File: src/sv/pcs_pkg.sv
// Shared types, codes and constants of the power supply supervisor.
// No dependencies; every other file of the block imports this package.
package pcs_pkg;

    localparam int unsigned ID_W       = 29;
    localparam int unsigned DATA_W     = 64;
    localparam int unsigned VOLTS_W    = 23;
    localparam int unsigned AMPS_W     = 20;
    localparam int unsigned MEAS_W     = 16;
    localparam int unsigned TIME_W     = 32;
    localparam int unsigned ADDR_W     = 8;
    localparam int unsigned CFG_IDX_W  = 3;
    localparam int unsigned CFG_DATA_W = 29;

    localparam int unsigned DEF_VOLTS_MV  = 48000;
    localparam int unsigned DEF_AMPS_MA   = 1000;
    localparam int unsigned DEF_RAMP_START = 1000;
    localparam int unsigned DEF_RAMP_STEP  = 500;

    localparam int unsigned PERIOD_MS     = 100;
    localparam int unsigned RAMP_MIN_MA   = 100;
    localparam int unsigned CURRENT_ON_DA = 10;
    localparam int unsigned VOLT_SCALE    = 100;

    localparam logic [7:0] CMD_STATUS   = 8'h01;
    localparam logic [7:0] CMD_POWER    = 8'h02;
    localparam logic [7:0] CMD_QUERY_IN = 8'h31;
    localparam logic [7:0] PWR_ON_CODE  = 8'h55;
    localparam logic [7:0] PWR_OFF_CODE = 8'hAA;

    typedef enum logic [2:0] {
        ACT_TICK     = 3'd0,
        ACT_RX       = 3'd1,
        ACT_SET      = 3'd2,
        ACT_POWER    = 3'd3,
        ACT_QUERY_IN = 3'd4
    } t_action;

    typedef enum logic [CFG_IDX_W-1:0] {
        CFG_NODE_ADDR    = 3'd0,
        CFG_SET_BASE     = 3'd1,
        CFG_QUERY_BASE   = 3'd2,
        CFG_QIN_BASE     = 3'd3,
        CFG_STATUS_BASE  = 3'd4,
        CFG_INREPLY_BASE = 3'd5,
        CFG_RAMP_START   = 3'd6,
        CFG_RAMP_STEP    = 3'd7
    } t_cfg_idx;

    typedef struct packed {
        logic [2:0]         action;
        logic [ID_W-1:0]    rx_id;
        logic [DATA_W-1:0]  rx_data;
        logic [VOLTS_W-1:0] set_volts_mv;
        logic [AMPS_W-1:0]  set_amps_ma;
        logic               power_on;
    } t_in_item;

    typedef struct packed {
        logic               frame_valid;
        logic [ID_W-1:0]    tx_id;
        logic [DATA_W-1:0]  tx_data;
        logic               last;
        logic               output_on;
        logic               soft_starting;
        logic               hw_running;
        logic [MEAS_W-1:0]  current_out_da;
        logic [MEAS_W-1:0]  voltage_out_dv;
        logic [MEAS_W-1:0]  input_voltage_raw;
        logic               power_cmd_ok;
        logic               set_cmd_ok;
    } t_out_item;

    // Frame identifiers with the node address already added, and the ramp start and step.
    typedef struct packed {
        logic [ID_W-1:0]   id_set;
        logic [ID_W-1:0]   id_query;
        logic [ID_W-1:0]   id_query_in;
        logic [ID_W-1:0]   id_status;
        logic [ID_W-1:0]   id_in_reply;
        logic [AMPS_W-1:0] ramp_start;
        logic [AMPS_W-1:0] ramp_step;
    } t_cfg;

    typedef struct packed {
        logic [TIME_W-1:0]  time_ms;
        logic [TIME_W-1:0]  last_ramp_ms;
        logic [TIME_W-1:0]  last_query_ms;
        logic [VOLTS_W-1:0] target_volts;
        logic [AMPS_W-1:0]  target_amps;
        logic [AMPS_W-1:0]  ramp_amps;
        logic               is_on;
        logic               ramp_active;
        logic               startup_done;
        logic               hw_run;
        logic               soft_shown;
        logic [MEAS_W-1:0]  meas_current;
        logic [MEAS_W-1:0]  meas_voltage;
        logic [MEAS_W-1:0]  meas_input;
        logic               power_ack;
        logic               set_ack;
    } t_state;

    typedef struct packed {
        logic [ID_W-1:0]   id;
        logic [DATA_W-1:0] data;
    } t_frame;

    // Set command payload: current in bytes 1 to 3, voltage in bytes 5 to 7.
    function automatic logic [DATA_W-1:0] set_payload(input logic [VOLTS_W-1:0] mv,
                                                      input logic [AMPS_W-1:0] ma);
        set_payload = {8'h00, 4'h0, ma, 9'h000, mv};
    endfunction

endpackage

File: src/sv/pcs_if.sv
// Valid/ready channel interfaces for input items and result beats.
// Depends on pcs_pkg for the payload types.
interface pcs_in_if;
    import pcs_pkg::*;
    logic     valid;
    logic     ready;
    t_in_item payload;
    modport source (output valid, output payload, input ready);
    modport sink (input valid, input payload, output ready);
endinterface

interface pcs_out_if;
    import pcs_pkg::*;
    logic      valid;
    logic      ready;
    t_out_item payload;
    modport source (output valid, output payload, input ready);
    modport sink (input valid, input payload, output ready);
endinterface

File: src/sv/pcs_cfg_regs.sv
// Configuration registers and the derived frame identifiers.
// Depends on pcs_pkg.
module pcs_cfg_regs (
    input  logic                                i_clk,
    input  logic                                i_rst_n,
    input  logic                                i_cfg_we,
    input  logic [pcs_pkg::CFG_IDX_W-1:0]       i_cfg_idx,
    input  logic [pcs_pkg::CFG_DATA_W-1:0]      i_cfg_wdata,
    output pcs_pkg::t_cfg                       o_cfg
);
    import pcs_pkg::*;

    logic [ADDR_W-1:0] r_addr;
    logic [ID_W-1:0]   r_set_base, r_query_base, r_qin_base, r_status_base, r_inreply_base;
    logic [AMPS_W-1:0] r_ramp_start, r_ramp_step;

    always_ff @(posedge i_clk) begin
        if (!i_rst_n) begin
            r_addr         <= '0;
            r_set_base     <= '0;
            r_query_base   <= '0;
            r_qin_base     <= '0;
            r_status_base  <= '0;
            r_inreply_base <= '0;
            r_ramp_start   <= AMPS_W'(DEF_RAMP_START);
            r_ramp_step    <= AMPS_W'(DEF_RAMP_STEP);
        end else if (i_cfg_we) begin
            case (t_cfg_idx'(i_cfg_idx))
                CFG_NODE_ADDR:    r_addr         <= i_cfg_wdata[ADDR_W-1:0];
                CFG_SET_BASE:     r_set_base     <= i_cfg_wdata[ID_W-1:0];
                CFG_QUERY_BASE:   r_query_base   <= i_cfg_wdata[ID_W-1:0];
                CFG_QIN_BASE:     r_qin_base     <= i_cfg_wdata[ID_W-1:0];
                CFG_STATUS_BASE:  r_status_base  <= i_cfg_wdata[ID_W-1:0];
                CFG_INREPLY_BASE: r_inreply_base <= i_cfg_wdata[ID_W-1:0];
                CFG_RAMP_START:   r_ramp_start   <= i_cfg_wdata[AMPS_W-1:0];
                CFG_RAMP_STEP:    r_ramp_step    <= i_cfg_wdata[AMPS_W-1:0];
                default: ;
            endcase
        end
    end

    // Identifiers wrap to 29 bits when base plus address overflows.
    assign o_cfg.id_set      = r_set_base + ID_W'(r_addr);
    assign o_cfg.id_query    = r_query_base + ID_W'(r_addr);
    assign o_cfg.id_query_in = r_qin_base + ID_W'(r_addr);
    assign o_cfg.id_status   = r_status_base + ID_W'(r_addr);
    assign o_cfg.id_in_reply = r_inreply_base + ID_W'(r_addr);
    assign o_cfg.ramp_start  = r_ramp_start;
    assign o_cfg.ramp_step   = r_ramp_step;

endmodule

File: src/sv/pcs_step.sv
// Combinational step: next supervisor state and up to two frames for one item.
// Depends on pcs_pkg.
module pcs_step (
    input  pcs_pkg::t_in_item i_item,
    input  pcs_pkg::t_state   i_st,
    input  pcs_pkg::t_cfg     i_cfg,
    output pcs_pkg::t_state   o_nxt,
    output logic [1:0]        o_frm_cnt,
    output pcs_pkg::t_frame   o_frm [2]
);
    import pcs_pkg::*;

    t_state            s;
    t_frame            frm [2];
    logic [1:0]        cnt;
    logic              do_pwr;
    logic              pwr_val;
    logic [7:0]        b0;
    logic [TIME_W-1:0] n_time;
    logic [TIME_W-1:0] d_ramp;
    logic [TIME_W-1:0] d_query;
    logic [AMPS_W:0]   sum;

    always_comb begin
        s       = i_st;
        frm[0]  = '0;
        frm[1]  = '0;
        cnt     = 2'd0;
        do_pwr  = 1'b0;
        pwr_val = 1'b0;
        b0      = i_item.rx_data[63:56];
        n_time  = i_st.time_ms + TIME_W'(1);
        d_ramp  = n_time - i_st.last_ramp_ms;
        d_query = n_time - i_st.last_query_ms;
        sum     = (AMPS_W+1)'(i_st.ramp_amps) + (AMPS_W+1)'(i_cfg.ramp_step);

        case (t_action'(i_item.action))
            ACT_TICK: begin
                s.time_ms = n_time;
                if (s.is_on && s.ramp_active) begin
                    if (s.meas_current > MEAS_W'(CURRENT_ON_DA)) begin
                        if (d_ramp >= TIME_W'(PERIOD_MS)) begin
                            s.last_ramp_ms = n_time;
                            if (sum >= (AMPS_W+1)'(s.target_amps)) begin
                                s.ramp_amps   = s.target_amps;
                                s.ramp_active = 1'b0;
                                s.soft_shown  = 1'b0;
                            end else begin
                                s.ramp_amps = sum[AMPS_W-1:0];
                            end
                            frm[cnt[0]] = '{id: i_cfg.id_set,
                                            data: set_payload(s.target_volts, s.ramp_amps)};
                            cnt = cnt + 2'd1;
                        end
                    end else begin
                        s.last_ramp_ms = n_time;
                    end
                end
                if (d_query >= TIME_W'(PERIOD_MS)) begin
                    frm[cnt[0]] = '{id: i_cfg.id_query, data: {CMD_STATUS, 56'h0}};
                    cnt = cnt + 2'd1;
                    s.last_query_ms = n_time;
                end
            end
            ACT_RX: begin
                if (i_item.rx_id == i_cfg.id_status) begin
                    if (b0 == CMD_STATUS) begin
                        s.meas_current = i_item.rx_data[47:32];
                        s.meas_voltage = i_item.rx_data[31:16];
                        s.hw_run       = !i_item.rx_data[0];
                        if (!s.startup_done) begin
                            if (i_item.rx_data[0]) begin
                                do_pwr  = 1'b1;
                                pwr_val = 1'b1;
                            end else begin
                                // A supply found running is adopted as it is.
                                s.is_on        = 1'b1;
                                s.hw_run       = 1'b1;
                                s.ramp_active  = 1'b0;
                                s.target_volts = VOLTS_W'(s.meas_voltage) * VOLTS_W'(VOLT_SCALE);
                            end
                            s.startup_done = 1'b1;
                        end
                    end else if (b0 == CMD_POWER) begin
                        s.power_ack = i_item.rx_data[55:48] != 8'h00;
                    end else begin
                        s.set_ack = b0 != 8'h00;
                    end
                end else if (i_item.rx_id == i_cfg.id_in_reply) begin
                    if (b0 == CMD_QUERY_IN) begin
                        s.meas_input = i_item.rx_data[47:32];
                    end
                end
            end
            ACT_SET: begin
                s.target_volts = i_item.set_volts_mv;
                s.target_amps  = i_item.set_amps_ma;
                if (s.is_on && !s.ramp_active) begin
                    frm[cnt[0]] = '{id: i_cfg.id_set,
                                    data: set_payload(s.target_volts, s.target_amps)};
                    cnt = cnt + 2'd1;
                end
            end
            ACT_POWER: begin
                do_pwr  = 1'b1;
                pwr_val = i_item.power_on;
            end
            ACT_QUERY_IN: begin
                frm[cnt[0]] = '{id: i_cfg.id_query_in, data: {CMD_QUERY_IN, 56'h0}};
                cnt = cnt + 2'd1;
            end
            default: ;
        endcase

        // A power command is the only frame source in its item, so it always
        // lands in the first slot and a power-on adds the set frame after it.
        if (do_pwr) begin
            frm[0] = '{id: i_cfg.id_set,
                       data: {CMD_POWER, 48'h0, (pwr_val ? PWR_ON_CODE : PWR_OFF_CODE)}};
            cnt = 2'd1;
            s.is_on = pwr_val;
            if (pwr_val) begin
                s.ramp_active = 1'b1;
                s.soft_shown  = 1'b1;
                if (s.target_amps <= AMPS_W'(RAMP_MIN_MA)) begin
                    s.ramp_amps = '0;
                end else if (s.target_amps > i_cfg.ramp_start) begin
                    s.ramp_amps = i_cfg.ramp_start;
                end else begin
                    s.ramp_amps = s.target_amps;
                end
                s.last_ramp_ms = s.time_ms;
                frm[1] = '{id: i_cfg.id_set, data: set_payload(s.target_volts, s.ramp_amps)};
                cnt = 2'd2;
            end else begin
                s.ramp_active = 1'b0;
                s.soft_shown  = 1'b0;
            end
        end
    end

    assign o_nxt     = s;
    assign o_frm_cnt = cnt;
    assign o_frm[0]  = frm[0];
    assign o_frm[1]  = frm[1];

endmodule

File: src/sv/pcs_res_buf.sv
// Two-entry result buffer that feeds the output channel one beat at a time.
// Depends on pcs_pkg and pcs_out_if.
module pcs_res_buf (
    input  logic                 i_clk,
    input  logic                 i_rst_n,
    input  logic [1:0]           i_push_n,
    input  pcs_pkg::t_out_item   i_res0,
    input  pcs_pkg::t_out_item   i_res1,
    output logic                 o_can_take,
    pcs_out_if.source            o_res
);
    import pcs_pkg::*;

    t_out_item  r_slot [2];
    t_out_item  n_slot [2];
    logic [1:0] r_cnt;
    logic [1:0] n_cnt;
    logic       pop;

    assign pop        = o_res.valid && o_res.ready;
    assign o_can_take = (r_cnt == 2'd0) || (r_cnt == 2'd1 && pop);

    always_comb begin
        n_slot[0] = r_slot[0];
        n_slot[1] = r_slot[1];
        n_cnt     = r_cnt;
        if (pop) begin
            n_slot[0] = r_slot[1];
            n_cnt     = r_cnt - 2'd1;
        end
        if (i_push_n != 2'd0) begin
            n_slot[n_cnt[0]] = i_res0;
        end
        if (i_push_n == 2'd2) begin
            n_slot[1] = i_res1;
        end
        n_cnt = n_cnt + i_push_n;
    end

    always_ff @(posedge i_clk) begin
        if (!i_rst_n) begin
            r_cnt <= 2'd0;
        end else begin
            r_cnt <= n_cnt;
        end
    end

    always_ff @(posedge i_clk) begin
        r_slot[0] <= n_slot[0];
        r_slot[1] <= n_slot[1];
    end

    assign o_res.valid   = r_cnt != 2'd0;
    assign o_res.payload = r_slot[0];

`ifndef SYNTHESIS
    a_cnt_range: assert property (@(posedge i_clk) disable iff (!i_rst_n)
        r_cnt != 2'd3)
        else $error("result buffer count out of range");

    a_no_overfill: assert property (@(posedge i_clk) disable iff (!i_rst_n)
        (r_cnt == 2'd2) |-> (i_push_n == 2'd0))
        else $error("push into a full result buffer");

    a_pair_together: assert property (@(posedge i_clk) disable iff (!i_rst_n)
        (r_cnt != 2'd0 && !r_slot[0].last) |-> (r_cnt == 2'd2))
        else $error("first beat of a pair without its final beat behind it");

    a_pop_count: assert property (@(posedge i_clk) disable iff (!i_rst_n)
        (pop && i_push_n == 2'd0) |=> (r_cnt == $past(r_cnt) - 2'd1))
        else $error("result count did not drop after a beat left");
`endif

endmodule

File: src/sv/psu_can_supervisor_soft_start.sv
// Flow: an accepted item is registered in the input register and processed when the result
// buffer can take its beats; its result beats are registered in the result buffer, and the
// first leaves when the output is not stalled.
// Throughput: one item per cycle when it yields one beat and the output is not stalled; an item with two
// beats holds the next until its last beat leaves. The single port draining the two-entry buffer sets this.
// Reset: synchronous, active low; state, config and valid/count registers reset at once, data registers do not.
// Top level; depends on pcs_pkg, pcs_if, pcs_cfg_regs, pcs_step and pcs_res_buf.
module psu_can_supervisor_soft_start #(
    parameter int unsigned DEFAULT_VOLTS_MV = pcs_pkg::DEF_VOLTS_MV,
    parameter int unsigned DEFAULT_AMPS_MA  = pcs_pkg::DEF_AMPS_MA
) (
    input  logic                           i_clk,
    input  logic                           i_rst_n,
    input  logic                           i_cfg_we,
    input  logic [pcs_pkg::CFG_IDX_W-1:0]  i_cfg_idx,
    input  logic [pcs_pkg::CFG_DATA_W-1:0] i_cfg_wdata,
    pcs_in_if.sink                         i_item,
    pcs_out_if.source                      o_res
);
    import pcs_pkg::*;

    localparam t_state ST_RESET = '{target_volts: VOLTS_W'(DEFAULT_VOLTS_MV),
                                    target_amps:  AMPS_W'(DEFAULT_AMPS_MA),
                                    default:      '0};

    t_cfg       cfg;
    logic       r_in_valid;
    t_in_item   r_in_item;
    t_state     r_st;
    t_state     n_st;
    logic [1:0] frm_cnt;
    t_frame     frm [2];
    logic       can_take;
    logic       fire;
    logic [1:0] push_n;
    t_out_item  res0;
    t_out_item  res1;
    t_out_item  status;

    pcs_cfg_regs u_cfg (
        .i_clk       (i_clk),
        .i_rst_n     (i_rst_n),
        .i_cfg_we    (i_cfg_we),
        .i_cfg_idx   (i_cfg_idx),
        .i_cfg_wdata (i_cfg_wdata),
        .o_cfg       (cfg)
    );

    assign fire         = r_in_valid && can_take;
    assign i_item.ready = !r_in_valid || fire;

    always_ff @(posedge i_clk) begin
        if (!i_rst_n) begin
            r_in_valid <= 1'b0;
        end else if (i_item.ready) begin
            r_in_valid <= i_item.valid;
        end
    end

    always_ff @(posedge i_clk) begin
        if (i_item.valid && i_item.ready) begin
            r_in_item <= i_item.payload;
        end
    end

    pcs_step u_step (
        .i_item    (r_in_item),
        .i_st      (r_st),
        .i_cfg     (cfg),
        .o_nxt     (n_st),
        .o_frm_cnt (frm_cnt),
        .o_frm     (frm)
    );

    always_ff @(posedge i_clk) begin
        if (!i_rst_n) begin
            r_st <= ST_RESET;
        end else if (fire) begin
            r_st <= n_st;
        end
    end

    // Status fields show the state after the whole item, on every beat of it.
    always_comb begin
        status                   = '0;
        status.output_on         = n_st.is_on;
        status.soft_starting     = n_st.soft_shown;
        status.hw_running        = n_st.hw_run;
        status.current_out_da    = n_st.meas_current;
        status.voltage_out_dv    = n_st.meas_voltage;
        status.input_voltage_raw = n_st.meas_input;
        status.power_cmd_ok      = n_st.power_ack;
        status.set_cmd_ok        = n_st.set_ack;

        res0             = status;
        res0.frame_valid = frm_cnt != 2'd0;
        res0.tx_id       = (frm_cnt != 2'd0) ? frm[0].id : '0;
        res0.tx_data     = (frm_cnt != 2'd0) ? frm[0].data : '0;
        res0.last        = frm_cnt != 2'd2;

        res1             = status;
        res1.frame_valid = 1'b1;
        res1.tx_id       = frm[1].id;
        res1.tx_data     = frm[1].data;
        res1.last        = 1'b1;
    end

    assign push_n = !fire ? 2'd0 : ((frm_cnt == 2'd2) ? 2'd2 : 2'd1);

    pcs_res_buf u_buf (
        .i_clk      (i_clk),
        .i_rst_n    (i_rst_n),
        .i_push_n   (push_n),
        .i_res0     (res0),
        .i_res1     (res1),
        .o_can_take (can_take),
        .o_res      (o_res)
    );

`ifndef SYNTHESIS
    a_ramp_needs_on: assert property (@(posedge i_clk) disable iff (!i_rst_n)
        r_st.ramp_active |-> r_st.is_on)
        else $error("current ramp active while output is off");

    a_item_held: assert property (@(posedge i_clk) disable iff (!i_rst_n)
        (r_in_valid && !can_take) |=> (r_in_valid && $stable(r_in_item)))
        else $error("held input item lost while result buffer was full");

    a_state_frozen: assert property (@(posedge i_clk) disable iff (!i_rst_n)
        !fire |=> $stable(r_st))
        else $error("supervisor state changed without an item");
`endif

endmodule
File: src/flat_wrapper.sv
// flat-port wrapper written by rule: the top's interface ports become plain ports
module psu_can_supervisor_soft_start_flat import pcs_pkg::*;
#(
    parameter int unsigned DEFAULT_VOLTS_MV = pcs_pkg::DEF_VOLTS_MV,
    parameter int unsigned DEFAULT_AMPS_MA  = pcs_pkg::DEF_AMPS_MA
)
  (i_clk, i_rst_n, i_cfg_we, i_cfg_idx, i_cfg_wdata, i_item_valid, i_item_payload, i_item_ready, o_res_valid, o_res_payload, o_res_ready);
  pcs_in_if i_item_i ();
  pcs_out_if o_res_i ();
  input  logic i_clk;
  input  logic i_rst_n;
  input  logic i_cfg_we;
  input  logic [pcs_pkg::CFG_IDX_W-1:0] i_cfg_idx;
  input  logic [pcs_pkg::CFG_DATA_W-1:0] i_cfg_wdata;
  input wire logic [$bits(i_item_i.valid)-1:0] i_item_valid;
  input wire logic [$bits(i_item_i.payload)-1:0] i_item_payload;
  output wire logic [$bits(i_item_i.ready)-1:0] i_item_ready;
  output wire logic [$bits(o_res_i.valid)-1:0] o_res_valid;
  output wire logic [$bits(o_res_i.payload)-1:0] o_res_payload;
  input wire logic [$bits(o_res_i.ready)-1:0] o_res_ready;
  assign i_item_i.valid = i_item_valid;
  assign i_item_i.payload = i_item_payload;
  assign i_item_ready = i_item_i.ready;
  assign o_res_valid = o_res_i.valid;
  assign o_res_payload = o_res_i.payload;
  assign o_res_i.ready = o_res_ready;
  psu_can_supervisor_soft_start #(.DEFAULT_VOLTS_MV(DEFAULT_VOLTS_MV), .DEFAULT_AMPS_MA(DEFAULT_AMPS_MA)) u_core (.i_clk(i_clk), .i_rst_n(i_rst_n), .i_cfg_we(i_cfg_we), .i_cfg_idx(i_cfg_idx), .i_cfg_wdata(i_cfg_wdata), .i_item(i_item_i), .o_res(o_res_i));
endmodule
File: config.mk
export PLATFORM = sky130hd
export DESIGN_NAME = psu_can_supervisor_soft_start_flat
export DESIGN_NICKNAME = d
export VERILOG_FILES = /design/src/sv/pcs_pkg.sv /design/src/sv/pcs_if.sv /design/src/sv/pcs_cfg_regs.sv /design/src/sv/pcs_step.sv /design/src/sv/pcs_res_buf.sv /design/src/sv/psu_can_supervisor_soft_start.sv /design/src/flat_wrapper.sv
export SDC_FILE = /design/constraint.sdc
export NUM_CORES = 2
export LEC_CHECK = 0
export BUFFER_PORTS_ARGS = -buffer_cell sky130_fd_sc_hd__buf_4
export CORE_ASPECT_RATIO = 1.4
export CORE_MARGIN = 2
export CORE_UTILIZATION = 45
export CTS_CLUSTER_SIZE = 30
export DETAILED_ROUTE_END_ITERATION = 12
export PLACE_DENSITY_LB_ADDON = 0.1
export SLEW_MARGIN = 20
export SYNTH_ARGS = -nofsm -noshare
export SYNTH_HDL_FRONTEND = slang
export SYNTH_SLANG_ARGS = --single-unit
File: constraint.sdc
create_clock -name i_clk -period 17.44 [get_ports i_clk]
set_input_delay 3.488 -clock i_clk [delete_from_list [all_inputs] [get_ports i_clk]]
set_output_delay 3.488 -clock i_clk [all_outputs]
set_load 0.1 [all_outputs]
==> results.txt <==
----------------------------------------------------
[Timing]
  Tcrit/Tclk final ... 0.589
  Max Clk Rate ... 0.0974 GHz
  Final hold viol count ... 0
  RSZ-0062 raised after global routing ... false
  Number of setup violations in the final report ... 0
  Max transition margin ... 0.236
  Clock Skew ... 0.0436 ns
  Number of max-slew violations in the final report ... 0
  Total negative slack ... 0 ns
  Worst-case hold slack ... 0.449 ns
  Post-route minimum period ... 10.27 ns
  Worst-margin pin slew ... 1.14 ns

[Drt]
  Detailed Route WL ... 157000 um
  Number of design rule violations left after detail routing ... 0
  Via count of the routed design ... 40600
  Length of the first detailed-routing pass in iterations ... 8
  Count of nets left with antenna violations after detail routing ... 0
  Per-cell via count in the routed design ... 5.76
  Initial DRC Count ... 2914
  Drt wl/cell ... 22.3 um

[Cells and area]
  Number of nets in the layout ... 6021
  Layout overhead on the synthesized area ... 11.0%
  Fin util ... 0.502
  Layout cell share with drive strength beyond 1 ... 0.104
  Final cell count without fillers ... 7043
  Cell area after layout ... 52800 sq um

[Placed design]
  RePlAce Congestion ... 0.903
  Instance area at placement ... 49900 sq um
  Inst Count DP ... 6872
  Detailed placement HPWL ... 113000 um
  Count of port buffers added during placement ... 311

[Clock network]
  Num Clock Sinks ... 831
  Number of gates resized after CTS ... 0
  Maximum count of clock buffers along a single path ... 3
  CTS hold repair buffers ... 0
  Skew-Pair Late Insertion Delay ... 0.71 ns
  Master cell of the clock root buffer ... clkbuf_16
  Num CTS Buffers ... 89
  Max H-tree Level ... 3
  Clock transition at path regs ... 0.06 ns
  TritonCTS clock tree ... done
  Post-CTS repair timing setup buffer count ... 0

[Synth]
  Most area-hungry cell type in the Yosys netlist ... dfxtp_1
  Most instantiated library cell after synthesis ... nand2_1
  Count of synthesis-stage warnings from yosys ... 0
  Yosys cell types ... 105
  Gate Count Post-Synth ... 5607
  Share of synthesized area occupied by flip-flops and latches ... 0.407
  Most numerous cell types in the synthesized netlist ... nand2_1, dfxtp_1, a21oi_1
  Share of the synthesized area in the top cell type ... 0.236
  Commonest register cell after synthesis ... dfxtp_1
  Number of flops mapped to enable cells by yosys ... 271
  Net count of the mapped netlist ... 6023
  Register bit total from synthesis ... 831
  Combined area of all synthesized cells ... 47500 sq um
  Async set-or-reset flop fraction in the synthesized netlist ... 0
  Leading post-synthesis cells by cell area ... dfxtp_1, edfxtp_1, nand2_1
  Post-Synthesis Mean Instance Area ... 8.48 sq um

[Setup path]
  Crit end category ... flip-flop
  Worst path required time ... 17.74 ns
  Largest driver fanout on the critical path ... 70
  Type of the worst setup path ... flip-flop to flip-flop
  Kind of start point of the critical path ... flip-flop
  Slowest-stage cell, CP ... buf_4
  Data arrival, critical path ... 10.56 ns
  Biggest cell delay along the critical path ... 0.81 ns

[Outcome]
  Status ... finished clean

[Die]
  Placeable core region ... 105000 sq um
  Die width ... 279 um
  Number of top-level design ports ... 327
  Die area ... 108000 sq um
  Die height ... 389 um
  Starting utilization of the core area ... 0.452
  Number of standard-cell rows in the floorplan ... 141

[Flow run]
  Maximum Capacitance Violations ... 0

[Pwr]
  Clock power frac ... 0.258
  Cell leakage power ... 20.4 nW
  Ratio of total power to cell area ... 141 nW/um^2
  Peak VDD IR ... 101 uV
  Combinational power share ... 0.399
  Switching fraction of total power ... 0.443
  Pint ... 4.14 mW
  Relative contribution of sequential cells to total power ... 0.343
  Switching power of the nets ... 3.29 mW

[Global routing]
  Global-route wire length before repair ... 238000 um
  Initial antenna violation count ... 9
  Residual overflow from global routing ... 0
  Largest net degree at the start of global routing ... 151
  Via count of the first global-routing pass ... 39200
  Overall Global Routing Usage ... 0.284

[Hold path]
  Worst min-delay path class ... flip-flop to flip-flop

----------------------------------------------------
## logic make-up after synthesis
| logic type | share of synthesized area |
|---|---|
| multiplexers | 0.0359 |
| XOR/XNOR | 0.0503 |
| adder cells (fa/ha/maj) | 0.0659 |
| AND/OR/NAND/NOR | 0.190 |
| buffers and inverters | 0.0687 |
| AO/OA/AOI/OAI | 0.182 |
| flip-flops | 0.407 |
## power by group through the flow
stage	Clock [mW]	Combinational (mW)	Sequential, mW
floorplan	0	2.46	2.46
CTS	1.96	2.97	2.55
global route	2.03	3.14	2.58
finish	1.92	2.96	2.55
detailed placement	0	2.96	2.59
global placement	0	2.94	2.59
## registers in the layout, indices dropped and copies added (netlist names)
| signal | cells |
|---|---|
| u_core.u_buf.r_slot | 296 |
| u_core.r_st | 214 |
| u_core.r_in_item | 125 |
| u_core.u_cfg.r_inreply_base | 29 |
| u_core.u_cfg.r_qin_base | 29 |
| u_core.u_cfg.r_query_base | 29 |
| u_core.u_cfg.r_set_base | 29 |
| u_core.u_cfg.r_status_base | 29 |
| u_core.u_cfg.r_ramp_start | 20 |
| u_core.u_cfg.r_ramp_step | 20 |
| u_core.u_cfg.r_addr | 8 |
| u_core.u_buf.r_cnt | 2 |
| u_core.r_in_valid | 1 |
## critical path: cells and delay by family (launching register included)
kind                       cells  cell delay, ns
xor gates and xnor gates       1            0.50
adders and majority gates      3            1.20
AOI/OAI and AO/OA              2            0.53
buffers and inverters          5            1.98
and+or+nand+nor               21            5.03
DFF                            1            0.51
## cell usage in the layout (no fill, tap or decap), types with 26 or more instances in the layout
cell       instances
nand2_1          979
dfxtp_1          560
a21oi_1          507
nor2_1           409
buf_4            373
edfxtp_1         271
inv_1            230
o21ai_0          229
ha_1             220
mux2i_1          167
xnor2_1          161
nand3_1          114
and3_1           112
xor2_1           110
clkbuf_16         91
nor3_1            88
o22ai_1           77
a211oi_1          70
a21o_1            56
a22oi_1           54
a31oi_1           54
nand4_1           49
o211ai_1          41
or3_1             39
nand2b_1          34
clkbuf_1          33
o31ai_1           32
nor4_1            30
o21a_1            29
nor2b_1           28
a22o_1            27
o21bai_1          26
## metal layers
layer | global-route usage | up-vias | part of all wire
li1 | - | 19700 | -
met1 | 0.343 | 19400 | 0.41
met2 | 0.498 | 1183 | 0.49
met3 | 0.0404 | 278 | 0.053
met4 | 0.128 | 6 | 0.042
met5 | 0 | - | 0.00022
## area by class of cell
class	count	area [sq um]
Inverter	233	890
Antenna cell	4	10.0
Multi-Input combinational cell	4074	25100
Clock inverter	27	304
Timing Repair Buffer	376	2840
Tap cell	1358	1700
Fill cell	10200	52400
Clock buffer	140	2620
Sequential cell	831	19300
## through the flow
stage          setup slack [ns]  power (mW)
2_1_floorplan              8.18        4.93
3_3_place_gp               7.16        5.53
3_5_place_dp               7.13        5.55
4_1_cts                    7.11        7.48
5_1_grt                    6.28        7.75
6_report                   7.17        7.43
## path summary, 6_finish.rpt
check                                                    from                                     to  slack, ns  cells past startpoint
worst max-delay path            u_core.r_st[182]$_SDFFE_PN0P_  u_core.u_buf.r_slot[0][240]$_DFFE_PP_       7.17                     32
worst min-delay path             u_core.r_st[31]$_SDFFE_PN0P_           u_core.r_st[31]$_SDFFE_PN0P_       0.45                      2
worst max register to register  u_core.r_st[182]$_SDFFE_PN0P_  u_core.u_buf.r_slot[0][240]$_DFFE_PP_       7.17                     32
worst min register to register   u_core.r_st[31]$_SDFFE_PN0P_           u_core.r_st[31]$_SDFFE_PN0P_       0.45                      2
Power figures use the tool's default switching activity.
